===== config.mk =====
export PLATFORM = sky130hd
export DESIGN_NAME = pcta_ram
export DESIGN_NICKNAME = d
export VERILOG_FILES = /design/src/design/pcta_ram.sv
export SDC_FILE = /design/constraint.sdc
export NUM_CORES = 1
export LEC_CHECK = 0
export ABC_AREA = 1
export BUFFER_PORTS_ARGS = -buffer_cell sky130_fd_sc_hd__buf_2
export CAP_MARGIN = 15
export CORE_MARGIN = 2
export CORE_UTILIZATION = 40
export CTS_CLUSTER_SIZE = 8
export DETAILED_ROUTE_END_ITERATION = 8
export PLACE_DENSITY = 0.58
export SLEW_MARGIN = 20
export SYNTH_ARGS = -nofsm -noshare
export SYNTH_HDL_FRONTEND = slang
export SYNTH_SLANG_ARGS = --single-unit

===== constraint.sdc =====
create_clock -name i_clk -period 3.5 [get_ports i_clk]
set_input_delay 1.05 -clock i_clk [delete_from_list [all_inputs] [get_ports i_clk]]
set_output_delay 1.05 -clock i_clk [all_outputs]
set_load 0.005 [all_outputs]

===== src/design/pcta_ram.sv =====
// ----------------------------------------------------------------------------
// pcta_ram
// single port synchronous ram, registered read
// ----------------------------------------------------------------------------
module pcta_ram #(
    parameter int WIDTH = 8,
    parameter int DEPTH = 64
) (
    input  logic                     i_clk,
    input  logic                     i_we,
    input  logic [$clog2(DEPTH)-1:0] i_addr,
    input  logic [WIDTH-1:0]         i_wdata,
    output logic [WIDTH-1:0]         o_rdata
);

    logic [WIDTH-1:0] r_mem [DEPTH];
    logic [WIDTH-1:0] r_rdata;

    always_ff @(posedge i_clk) begin
        if (i_we) begin
            r_mem[i_addr] <= i_wdata;
        end
        r_rdata <= r_mem[i_addr];
    end

    assign o_rdata = r_rdata;

endmodule


---- After elaboration in Yosys (flattened, before gate mapping) ----
Memories as Yosys holds them, arrays and structs flattened. A register that Yosys moved wholly into a read port is not among the register bits.
Cells that the tools add are included.
cells by class
  muxes and demuxes ....................... 2
operators with widths
  operator  count
  $mux W1   2
storage, ports and cells
  flip-flop bits (word level) ............. 0
  memory bits (writable) .................. 512
  output and inout bits ................... 8
  logic and storage cells ................. 3
  memories kept ........................... 1
memories
  name   depth  bits a word  read ports  clocked after memory_dff  wr ports  line  source
  r_mem  64     8            1           1                         1         16    logic [WIDTH-1:0] r_mem [DEPTH];

---- Depth between registers and ports, before layout ----
  depth after elaboration ................. 2
  depth in mapped cells ................... 13

---- Least setup slack after synthesis ----
Ideal clock, no wire load.
  kind .................................... in2reg
  from .................................... input i_addr[3]
  to ...................................... memory r_mem[41][0] (enable)
  data arrival time ....................... 2.624 ns
  required time ........................... 3.105 ns
  slack ................................... 0.481 ns
  stages on the path ...................... 5
  cell sequence ........................... buf_2 -> inv_2 -> nor3_2 -> inv_2 -> nor4_1
RTL lines
  element          line  source
  start, declared  11    input logic [$clog2(DEPTH)-1:0] i_addr,
  end, declared    16
Straight into the memory's write port.

---- Worst setup path in the final report ----
  from .................................... input i_addr[2]
  to ...................................... memory r_mem[61][2] (enable)
Straight into the memory's write port.

==> run_results.csv <==
group,metric,value,unit
status,status,"complete, no violations",
synthesis,synth_fp_nets,2183,
sta,hold_viol_final,0,
synthesis,avgSynthCellArea,10.2,sq um
layout,seq_area,15500,sq um
floorplanning,core,54800,sq um
sta,rsz0062_at_grt,"false",
global_route,globalRouteTotalUtil,20.6,%
pwr,powerDensity,558,nW/um^2
setup_path,r2r_cells,10,
synthesis,synth_seq_area_share,70.5,%
cts,cts_resized,0,
cts,htree_num_levels,3,
setup_path,r2r-start,"r_mem[43][2]",
sta,slew_violations,0,
cts,cts_root_buffer,"clkbuf_16",
global_route,grt_pass1_vias,14700,
min_path,hp-class,"reg2reg",
synthesis,syn_area,22000,sq um
layout,nNetsFinal,2293,
route,drt-total-wl,57800,microns
floorplanning,io_pins,24,
global_route,grt_pass1_wl,88200,microns
cts,clk_latency,0.60,ns
cts,cts_inserted_buffers,74,
sta,setup_violations,0,
floorplanning,initial_utilization,40.2,%
sta,post-route-period-util,69.4,%
cts,cts.sinks,520,
layout,syn_to_final_growth,15.5,%
floorplanning,die-area,57000,sq um
synthesis,synthArstFlopShare,0,%
route,post_drt_wl_per_cell,19.2,microns
synthesis,ys_seq_elements,520,
cts,cts_tree,"yes",
pwr,ir_drop,0.335,mV
synthesis,synthTopCellsByArea,"edfxtp_1 70%, nand2_1 24%, nor2_1 1.5%",
layout,final_layout_size_suffix_gt1_share,10.2,%
global_route,grt_max_degree,121,
placed_design,dpl.hpwl,34800,microns
setup_path,critPathMaxFanout,14,
setup_path,rr_endpoint,"o_rdata[2]",
synthesis,syn_inst,2167,
synthesis,synth-edff-count,512,
synthesis,synth_top_area_share,69.7,%
layout,multi_input_area,5810,sq um
layout,fillCellCount,5020,
placed_design,port_buffers,23,
sta,fmax,412,MHz
setup_path,rrSetupSlack,2.06,ns
route,first_pass_iters,7,
setup_path,worstSetupEndpoint,"r_mem[61][2]",
synthesis,ys_warn_count,0,
layout,fin_util,46.5,%
placed_design,gp_congestion,0.877,
synthesis,synth-main-ff-cell,"edfxtp_1",
setup_path,cp.required,3.70,ns
route,vias,14900,
cts,cts_setup_buffers,0,
synthesis,yosysMostFrequentCell,"nand2_1",
floorplanning,die_x,239,microns
setup_path,end_kind,"flop",
synthesis,synth_common_cells,"1384 x nand2_1, 512 x edfxtp_1, 87 x nor2_1",
sta,fin_crit,2.43,ns
floorplanning,rows,86,
route,drc_errors,0,
cts,ctsHoldBuffers,0,
sta,skew,0.0272,ns
sta,fin_setup_tns,0,ns
flow_run,max-cap-violations,0,
setup_path,critical_path_class,"in2reg",
cts,clk_pin_slew_worst_paths,0.05,ns
setup_path,cp-start-kind,"input pin",
synthesis,yosys.area.top_type,"edfxtp_1",
pwr,p_leak,10.7,nW
route,ant_nets,0,
cts,clock_path_buffers,3,
setup_path,critPathArrivalTime,2.63,ns
route,drt_iter0_markers,1335,
global_route,grt-ovfl-total,0,
global_route,antenna_found_initial,1,
sta,worst-slew-pin-transition,0.932,ns
floorplanning,die_h,239,microns
synthesis,synth.distinct_cells,22,
setup_path,startpoint,"i_addr[2]",
route,routed_via_density,4.95,
sta,maxSlewHeadroom,37.9,%
cell families (layout without fill, tap and decap cells):
family / Yosys count / count (layout) / share of synthesized area (%)
buffers and inverters: 131 / 269 / 3.16
AO/OA/AOI/OAI: 12 / 12 / 0.329
other: 0 / 1 / 0
AND/OR/NAND/NOR: 1504 / 1504 / 26.0
flip-flops: 520 / 520 / 70.5
cell usage in the layout, fill, tap and decap left out, drive strengths merged:
cell    Yosys  final
o211ai      5      5
dfxtp       8      8
inv        29     33
nor3        8      8
nor2       89     89
nor4        2      2
nand3      13     13
nand4       2      2
buf        78    134
edfxtp    512    512
nand2    1384   1384
clkbuf     23    100
or2         6      6
diode       0      1
o21ai       7      7
clkinv      1      2
routing by layer:
metal / track usage (%) / routed length (microns)
met5: 0 / 7
met4: 6.99 / 1560
met3: 4.88 / 4210
met2: 31.6 / 26200
met1: 28.9 / 25800
worst min-delay path by stage:
stage                      start    endpoint  depth (start not counted)
floorplan           r_mem[31][6]  o_rdata[6]                          6
global placement    r_mem[31][6]  o_rdata[6]                          6
detailed placement  r_mem[26][6]  o_rdata[6]                          6
CTS                 r_mem[31][6]  o_rdata[6]                          6
global route        r_mem[26][6]  o_rdata[6]                          6
finish              r_mem[23][6]  o_rdata[6]                          6
worst max-delay path: stages:
cell and delay, ns:
buf_2 0.27, inv_2 0.07, nor2_2 0.20, nand3_1 0.18, buf_4 0.21, nor2_1 0.64
per-stage QoR:
step                hold slack [ns]  instance area [sq um]  total power [mW]  worst slack [ns]  cells
global route                  0.788                  25500              14.7             0.944   3009
detailed placement            0.717                  23400              7.89             0.499   2905
finish                        0.750                  25500              14.2              1.07   3010
CTS                           0.727                  25500              14.3              1.11   3009
floorplan                     0.599                  22000              7.51             0.481   2167
global placement              0.725                  23400              7.88             0.514   2905
final cells by class:
cell class              count  share of cell area (%)
repair buffers            135                    4.19
clock inverters             5                   0.246
well taps                 704                    3.46
inverters                  30                   0.467
flip-flops and latches    520                    61.0
clock buffers              99                    7.81
multi-input cells        1516                    22.8
diodes                      1                 0.00983
power by group:
group          internal (mW)  total [mW]  switching (mW)  leakage, nW
registers               6.91        6.94          0.0263         4.67
clock network           3.92        6.44            2.52        0.994
logic                  0.210       0.830           0.620         5.02
registers in the layout, summed over array words and instances, names as in the netlist:
name,count
r_mem,512
o_rdata,8
Power figures use the tool's default switching activity.
