<file path="config.mk">
export PLATFORM = sky130hd
export DESIGN_NAME = pcta_div
export DESIGN_NICKNAME = d
export VERILOG_FILES = /design/src/design/pcta_pkg.sv /design/src/design/pcta_div.sv
export SDC_FILE = /design/constraint.sdc
export NUM_CORES = 1
export LEC_CHECK = 0
export ABC_AREA = 1
export BUFFER_PORTS_ARGS = -buffer_cell sky130_fd_sc_hd__buf_4
export CORE_ASPECT_RATIO = 2
export CORE_MARGIN = 5
export CORE_UTILIZATION = 40
export CTS_BUF_LIST = sky130_fd_sc_hd__clkbuf_4
export DETAILED_ROUTE_END_ITERATION = 8
export GPL_ROUTABILITY_DRIVEN = 0
export PLACE_DENSITY = 0.66
export SLEW_MARGIN = 20
export SYNTH_ARGS = -nofsm -noshare
export SYNTH_HDL_FRONTEND = slang
export SYNTH_SLANG_ARGS = --single-unit
</file>
<file path="constraint.sdc">
create_clock -name i_clk -period 6.85 [get_ports i_clk]
set_input_delay 0.3425 -clock i_clk [delete_from_list [all_inputs] [get_ports i_clk]]
set_output_delay 0.3425 -clock i_clk [all_outputs]
set_load 0.01 [all_outputs]
</file>
<file path="src/design/pcta_pkg.sv">
// ----------------------------------------------------------------------------
// pcta_pkg
// widths, constants and codes of the pulse charge template averager
// ----------------------------------------------------------------------------
package pcta_pkg;

    localparam int WAVE_LEN     = 1024;
    localparam int TEMPLATE_LEN = 40;
    localparam int SAMPLE_BITS  = 14;

    localparam int WAVE_AW = $clog2(WAVE_LEN);
    localparam int CNT_W   = $clog2(WAVE_LEN + 1);
    localparam int TPL_AW  = $clog2(TEMPLATE_LEN);
    localparam int WS_W    = WAVE_AW + 3;

    localparam int TPL_GAIN = 500;
    localparam int GAIN_W   = 9;
    localparam int FRAC_SH  = 16;
    localparam int Q8_SH    = 8;

    localparam int SUM_W  = SAMPLE_BITS + WAVE_AW + 1;
    localparam int SQ8_W  = SAMPLE_BITS + Q8_SH;
    localparam int BASE_W = SQ8_W + 1;
    localparam int D_W    = BASE_W + 1;
    localparam int CHG_W  = D_W + TPL_AW + 1;

    localparam int CHARGE_W = 29;
    localparam int AREA_W   = 28;
    localparam int WANT_W   = 16;
    localparam int SLEN_W   = 11;
    localparam int OFS_W    = 10;
    localparam int TVAL_W   = 32;
    localparam int STATUS_W = 2;

    localparam int DIV_NW = D_W + GAIN_W + FRAC_SH;
    localparam int DIV_DW = CHARGE_W;

    localparam int CFG_IDX_W  = 3;
    localparam int CFG_DATA_W = AREA_W;

    localparam logic [CFG_IDX_W-1:0] CFG_SEARCH_LEN = 3'd0;
    localparam logic [CFG_IDX_W-1:0] CFG_LEAD_OFS   = 3'd1;
    localparam logic [CFG_IDX_W-1:0] CFG_BASE_GAP   = 3'd2;
    localparam logic [CFG_IDX_W-1:0] CFG_AREA_LOW   = 3'd3;
    localparam logic [CFG_IDX_W-1:0] CFG_AREA_HIGH  = 3'd4;
    localparam logic [CFG_IDX_W-1:0] CFG_TPL_WANTED = 3'd5;

    localparam logic [STATUS_W-1:0] STAT_OK       = 2'd0;
    localparam logic [STATUS_W-1:0] STAT_NO_BASE  = 2'd1;
    localparam logic [STATUS_W-1:0] STAT_PAST_END = 2'd2;

    localparam logic KIND_SUMMARY  = 1'b0;
    localparam logic KIND_TEMPLATE = 1'b1;

    typedef logic signed [SAMPLE_BITS-1:0] t_sample;

endpackage

</file>
<file path="src/design/pcta_div.sv">
// ----------------------------------------------------------------------------
// pcta_div
// radix-2 restoring divider, one quotient bit per cycle
// ----------------------------------------------------------------------------
module pcta_div import pcta_pkg::*; (
    input  logic              i_clk,
    input  logic              i_rst_n,
    input  logic              i_start,
    input  logic [DIV_NW-1:0] i_num,
    input  logic [DIV_DW-1:0] i_den,
    output logic              o_done,
    output logic [DIV_NW-1:0] o_quo
);

    localparam int STEP_W = $clog2(DIV_NW + 1);

    logic              r_run;
    logic              r_done;
    logic [STEP_W-1:0] r_step;
    logic [DIV_DW-1:0] r_rem;
    logic [DIV_DW-1:0] r_den;
    logic [DIV_NW-1:0] r_quo;

    logic [DIV_DW:0] trial;
    logic [DIV_DW:0] diff;
    logic            ge;

    assign trial = {r_rem, r_quo[DIV_NW-1]};
    assign diff  = trial - {1'b0, r_den};
    assign ge    = (trial >= {1'b0, r_den});

    always_ff @(posedge i_clk) begin
        if (!i_rst_n) begin
            r_run  <= 1'b0;
            r_done <= 1'b0;
            r_step <= '0;
        end else begin
            r_done <= 1'b0;
            if (i_start) begin
                r_quo  <= i_num;
                r_rem  <= '0;
                r_den  <= i_den;
                r_step <= STEP_W'(DIV_NW);
                r_run  <= 1'b1;
            end else if (r_run) begin
                r_rem  <= ge ? diff[DIV_DW-1:0] : trial[DIV_DW-1:0];
                r_quo  <= {r_quo[DIV_NW-2:0], ge};
                r_step <= r_step - 1'b1;
                if (r_step == STEP_W'(1)) begin
                    r_run  <= 1'b0;
                    r_done <= 1'b1;
                end
            end
        end
    end

    assign o_done = r_done;
    assign o_quo  = r_quo;

endmodule

</file>
Word-level counts from Yosys, hierarchy flattened --
Cells that the tools add are included.
Cells by class: add/subtract/negate cells 2, order comparisons 1, equal/unequal tests 1, multiplexer cells 10, bitwise operators 2, reduce and logical (&&, ||, !) cells 5
Operators with widths (count):
- 2-to-1 mux 49 bit | 2
- 2-to-1 mux 29 bit | 2
- >= comparator 30 x 29 -> 1 bit | 1
- subtractor 29 bit | 1
- 2-to-1 mux 6 bit | 2
- equality test 6 x 1 -> 1 bit, second input constant | 1
- subtractor 6 x 1 -> 6 bit, second input constant | 1
- 2-to-1 mux 1 bit | 4
- AND reduction 2 bit | 2
- OR reduction 3 bit | 1
- inverter 1 bit | 2
- nonzero test 2 bit | 1
- OR reduction 2 bit | 1
Word-level totals: register bits 115

Longest topological paths before layout --
word-level depth 4, mapped depth 16, gate-level depth less buffers 16

Least setup slack after synthesis --
No wires, ideal clock.
path type input port to flip-flop, from input i_start, to register r_quo[0] (netlist: o_quo[0]) (enable), arrival 2370 ps, data required time 6412 ps, slack 4042 ps, stages on the path 3, path buffers 1, cells stage by stage clkbuf_1 nand2_1 nand2_1
Between the ends: longest elaborated chain between the ends 2
Ends and longest elaborated chain:
- from (decl) | line pcta_div.sv:8 | input logic i_start,
- nonzero test 2 bit (no source line)
- AND reduction 2 bit (no source line)
- to (signal assigned) | line pcta_div.sv:40 | r_quo <= i_num;
- to (signal assigned) | line pcta_div.sv:47 | r_quo <= {r_quo[DIV_NW-2:0], ge};
- to (decl) | line pcta_div.sv:22 | logic [DIV_NW-1:0] r_quo;
Every way passes these cells. A chain may end at the register's enable or synchronous reset.

Worst setup path in the final report --
from register r_quo[48] (netlist: o_quo[48]), to register r_rem[28] (data pin)
Between the ends: longest elaborated chain between the ends 3, elaborated cells on any way between the ends 4, those cells by class add/sub: 1; order compare: 1; mux: 2
Ends and longest elaborated chain:
- subtractor 29 bit / >= comparator 30 x 29 -> 1 bit (equally long branches) | line pcta_div.sv:29, pcta_div.sv:30
- 2-to-1 mux 29 bit (*) | line pcta_div.sv:46 | r_rem <= ge ? diff[DIV_DW-1:0] : trial[DIV_DW-1:0];
- 2-to-1 mux 29 bit (*) | line pcta_div.sv:45 | end else if (r_run) begin
- to (signal assigned) | line pcta_div.sv:46
- to (decl) | line pcta_div.sv:20 | logic [DIV_DW-1:0] r_rem;
Every way passes the cells marked *; elsewhere a longest branch is shown, timed or not. The select of a mux whose other input is x is not followed.

==> key figures <==
Timing
  • Slew Viols, Final: 0
  • RSZ-0062 raised after global routing: no
  • Peak Freq: 356 MHz
  • Sum of negative setup slack: 0 ps
  • Tmin final: 2810 ps
  • Final hold violations: 0
  • Worst Skew: 27.5 ps
  • Final period util: 41.0%
  • Worst-Margin Slew: 770 ps
  • Min setup slack post-route: 4040 ps
  • Max transition margin: 48.7%
  • Setup violators final: 0

Yosys
  • Top post-synthesis cells by area: edfxtp_1, nand2_1, inv_1, ha_1, nor2_1
  • Synthesized net count: 1064
  • Top-area cell type share of the netlist area: 45.4%
  • Sequential area share after synthesis: 47.6%
  • Synthesis Warnings: 0
  • Syn Inst Count: 951
  • Synth Area per Inst: 7.45 um2
  • Post-synth top flop: edfxtp_1
  • Post-synth top area cell: edfxtp_1
  • Post-synthesis cell type count: 31
  • Most frequent cells after synthesis: nand2_1, inv_1, edfxtp_1, nor2_1
  • Most frequent cell after synthesis: nand2_1
  • Async S/R FF share, synth: 0%
  • Synth Register Bits: 115
  • Post-Synthesis Cell Area: 7080 um2
  • Number of synthesized flops with an enable pin: 107

Clock tree
  • CTS Buf Count: 17
  • CTS Sinks: 115
  • H-tree depth: 4
  • CTS tree: done
  • Root Buffer: clkbuf_4
  • Clock Latency Late Sink: 530 ps
  • Reg clk slew, reported paths: 130 ps
  • Hold buffers post-CTS: 29
  • Clock Path Buffers: 2
  • Post-CTS Setup Inserts: 0
  • Post-cts sizing count: 0

Drt
  • ANT nets after route: 0
  • Vias: 6204
  • Final WL: 17.2 mm
  • Drt via density: 4.63
  • Initial detailed-routing violation count: 414
  • Wl on met1: 7.04 mm
  • TritonRoute pass-1 iters: 6
  • Residual DRC: 2
  • DR WL/cell: 12.8 um
  • Top sig layer: met4
  • Met2 WL post-DR: 8.86 mm
  • WL met3: 819 um

Die
  • Row count: 69
  • Starting Density: 40.2%
  • I/O Pins: 131
  • Die Y: 198 um
  • Die area: 20600 um2
  • Overall die width: 104 um
  • Core Area: 17600 um2

Power and ir drop
  • Internal power: 0.00143 W
  • Sw Share: 33.7%
  • P_leak: 4.62 nW
  • Reg power frac: 41.9%
  • Share of power burned in combinational logic: 31.6%
  • Switch Pwr: 0.000724 W
  • Peak supply drop: 168 uV
  • Tot Pwr: 0.00215 W
  • Pwr per Cell Area: 243 nW/um2
  • Clk pwr share: 26.5%

GRT
  • Global-route wire length before repair: 28.5 mm
  • Antenna violations before repair: 1
  • GR Util All Layers: 16.7%
  • Vias in the first global route: 6315
  • Congestion Overflow GR: 0
  • Pin count of the biggest net entering global routing: 59

Worst hold path
  • Min-delay worst type: in2reg

Critical path
  • Family with the most delay on the worst path: simple AND/OR/NAND/NOR gates
  • Max Fanout on Critical Path: 55
  • Largest stage delay, worst path: 450 ps
  • Crit start category: flip-flop
  • Data arrival, critical path: 3090 ps
  • Buffers plus inverters on the worst setup path: 3
  • Crit path max-delay cell type: nand3_4
  • CP Data Required Time: 7130 ps
  • Crit Path Category: reg2reg
  • Critical path endpoint category: flip-flop
  • Most used cell, CP: nand2_1
  • Crit-path cells: inv_1 > ha_1 > inv_1 > fa_1 > nand2_1 > nand3_2 > nand2_1 > nand2_1 > nand2_2 > nand3_4 > nand2_1 > nand2_1 > nand2_1 > inv_1

Status
  • Status: complete, but fails checks
  • Failing checks: design-rule violations

Final layout
  • Fin area: 8860 um2
  • # fillers: 1777
  • Layout cell share with drive strength beyond 1: 15.3%
  • Synth-to-Final Area Change: 25.1%
  • Nets: 1226

Placed design
  • Post-DP Area: 8250 um2
  • DP Worst Slack: 4000 ps
  • Final HPWL DP: 12.9 mm
  • IO buf count: 130

Job
  • Max-Cap Viols: 0
## per-layer routing
| metal | GRT usage, % | vias to the layer above |
|---|---|---|
| met1 | 19.1 | 2745 |
| met5 | 0 | - |
| met2 | 30.0 | 165 |
| met3 | 3.52 | 30 |
| li1 | - | 3264 |
| met4 | 7.25 | 0 |
## metrics by stage
step	std cells	util, %	hold slack (ps)
finish	1340	50.3	70.4
detailed placement	1278	46.8	493
CTS	1339	50.3	13.3
global placement	1278	46.8	470
global route	1340	50.3	26.9
floorplan	951	-	441
## cells by family (layout without fill, tap and decap cells)
logic type | Yosys count | count (layout) | synth area share, %
AOI/OAI and AO/OA | 25 | 25 | 1.94
xor gates and xnor gates | 15 | 15 | 1.86
adders and majority gates | 32 | 32 | 5.76
buffers and inverters | 170 | 345 | 9.54
DFF | 115 | 115 | 47.6
other | 0 | 1 | 0
and+or+nand+nor | 594 | 594 | 33.3
## sequential cells by signal (all words and copies together) (netlist names)
| signal | cells |
|---|---|
| o_done | 1 |
| o_quo | 49 |
| r_den | 29 |
| r_rem | 29 |
| r_run | 1 |
| r_step | 6 |
## final timing paths
path | startpoint | to | slack (ps) | depth (start not counted)
max | o_quo[48] | r_rem[28] | 4040 | 14
max reg2reg | o_quo[48] | r_rem[28] | 4040 | 14
min reg2reg | r_step[4] | r_step[4] | 500 | 2
min | i_num[15] | o_quo[15] | 70 | 3
## power groups by stage
stage          Combinational (W)  Clock [W]  Sequential, W
2_1_floorplan           0.000473          0       0.000922
3_3_place_gp            0.000658          0       0.000914
3_5_place_dp            0.000666          0       0.000916
4_1_cts                 0.000683   0.000593       0.000901
5_1_grt                 0.000781   0.000618       0.000910
6_report                0.000679   0.000571       0.000900
## final cells by class
| type | count | area, um2 | area share [%] |
|---|---|---|---|
| clock inverter | 13 | 180 | 2.03 |
| inverter | 151 | 567 | 6.40 |
| timing repair buffer | 162 | 1290 | 14.5 |
| antenna | 1 | 2.50 | 0.0282 |
| tap | 213 | 267 | 3.01 |
| multi-input combinational | 666 | 3040 | 34.3 |
| clock buffer | 19 | 143 | 1.61 |
| sequential | 115 | 3370 | 38.1 |
## layout by cell type, fill, tap and decap left out, types with 3 or more instances in the layout
master | synthesis | final
nand2_1 | 438 | 437
inv_1 | 149 | 149
buf_4 | 0 | 133
edfxtp_1 | 107 | 107
nor2_1 | 98 | 98
nand3_1 | 31 | 31
ha_1 | 31 | 31
dlygate4sd3_1 | 0 | 29
clkbuf_4 | 0 | 19
a21oi_1 | 16 | 16
xnor2_1 | 14 | 14
nand4_1 | 10 | 10
dfxtp_1 | 8 | 8
o21ai_0 | 4 | 4
nand3b_1 | 4 | 4
inv_4 | 0 | 4
bufinv_16 | 0 | 4
and2_1 | 3 | 3
## worst reg2reg max path, cell delays in order (launching register included)
cell and delay, ps:
edfxtp_1 420, inv_1 70, ha_1 140, inv_1 80
fa_1 440, nand2_1 110, nand3_2 90, nand2_1 70
nand2_1 90, nand2_2 90, nand3_4 450, nand2_1 360
nand2_1 80, nand2_1 60, inv_1 40
No activity file was read; power rests on OpenSTA's default activity.
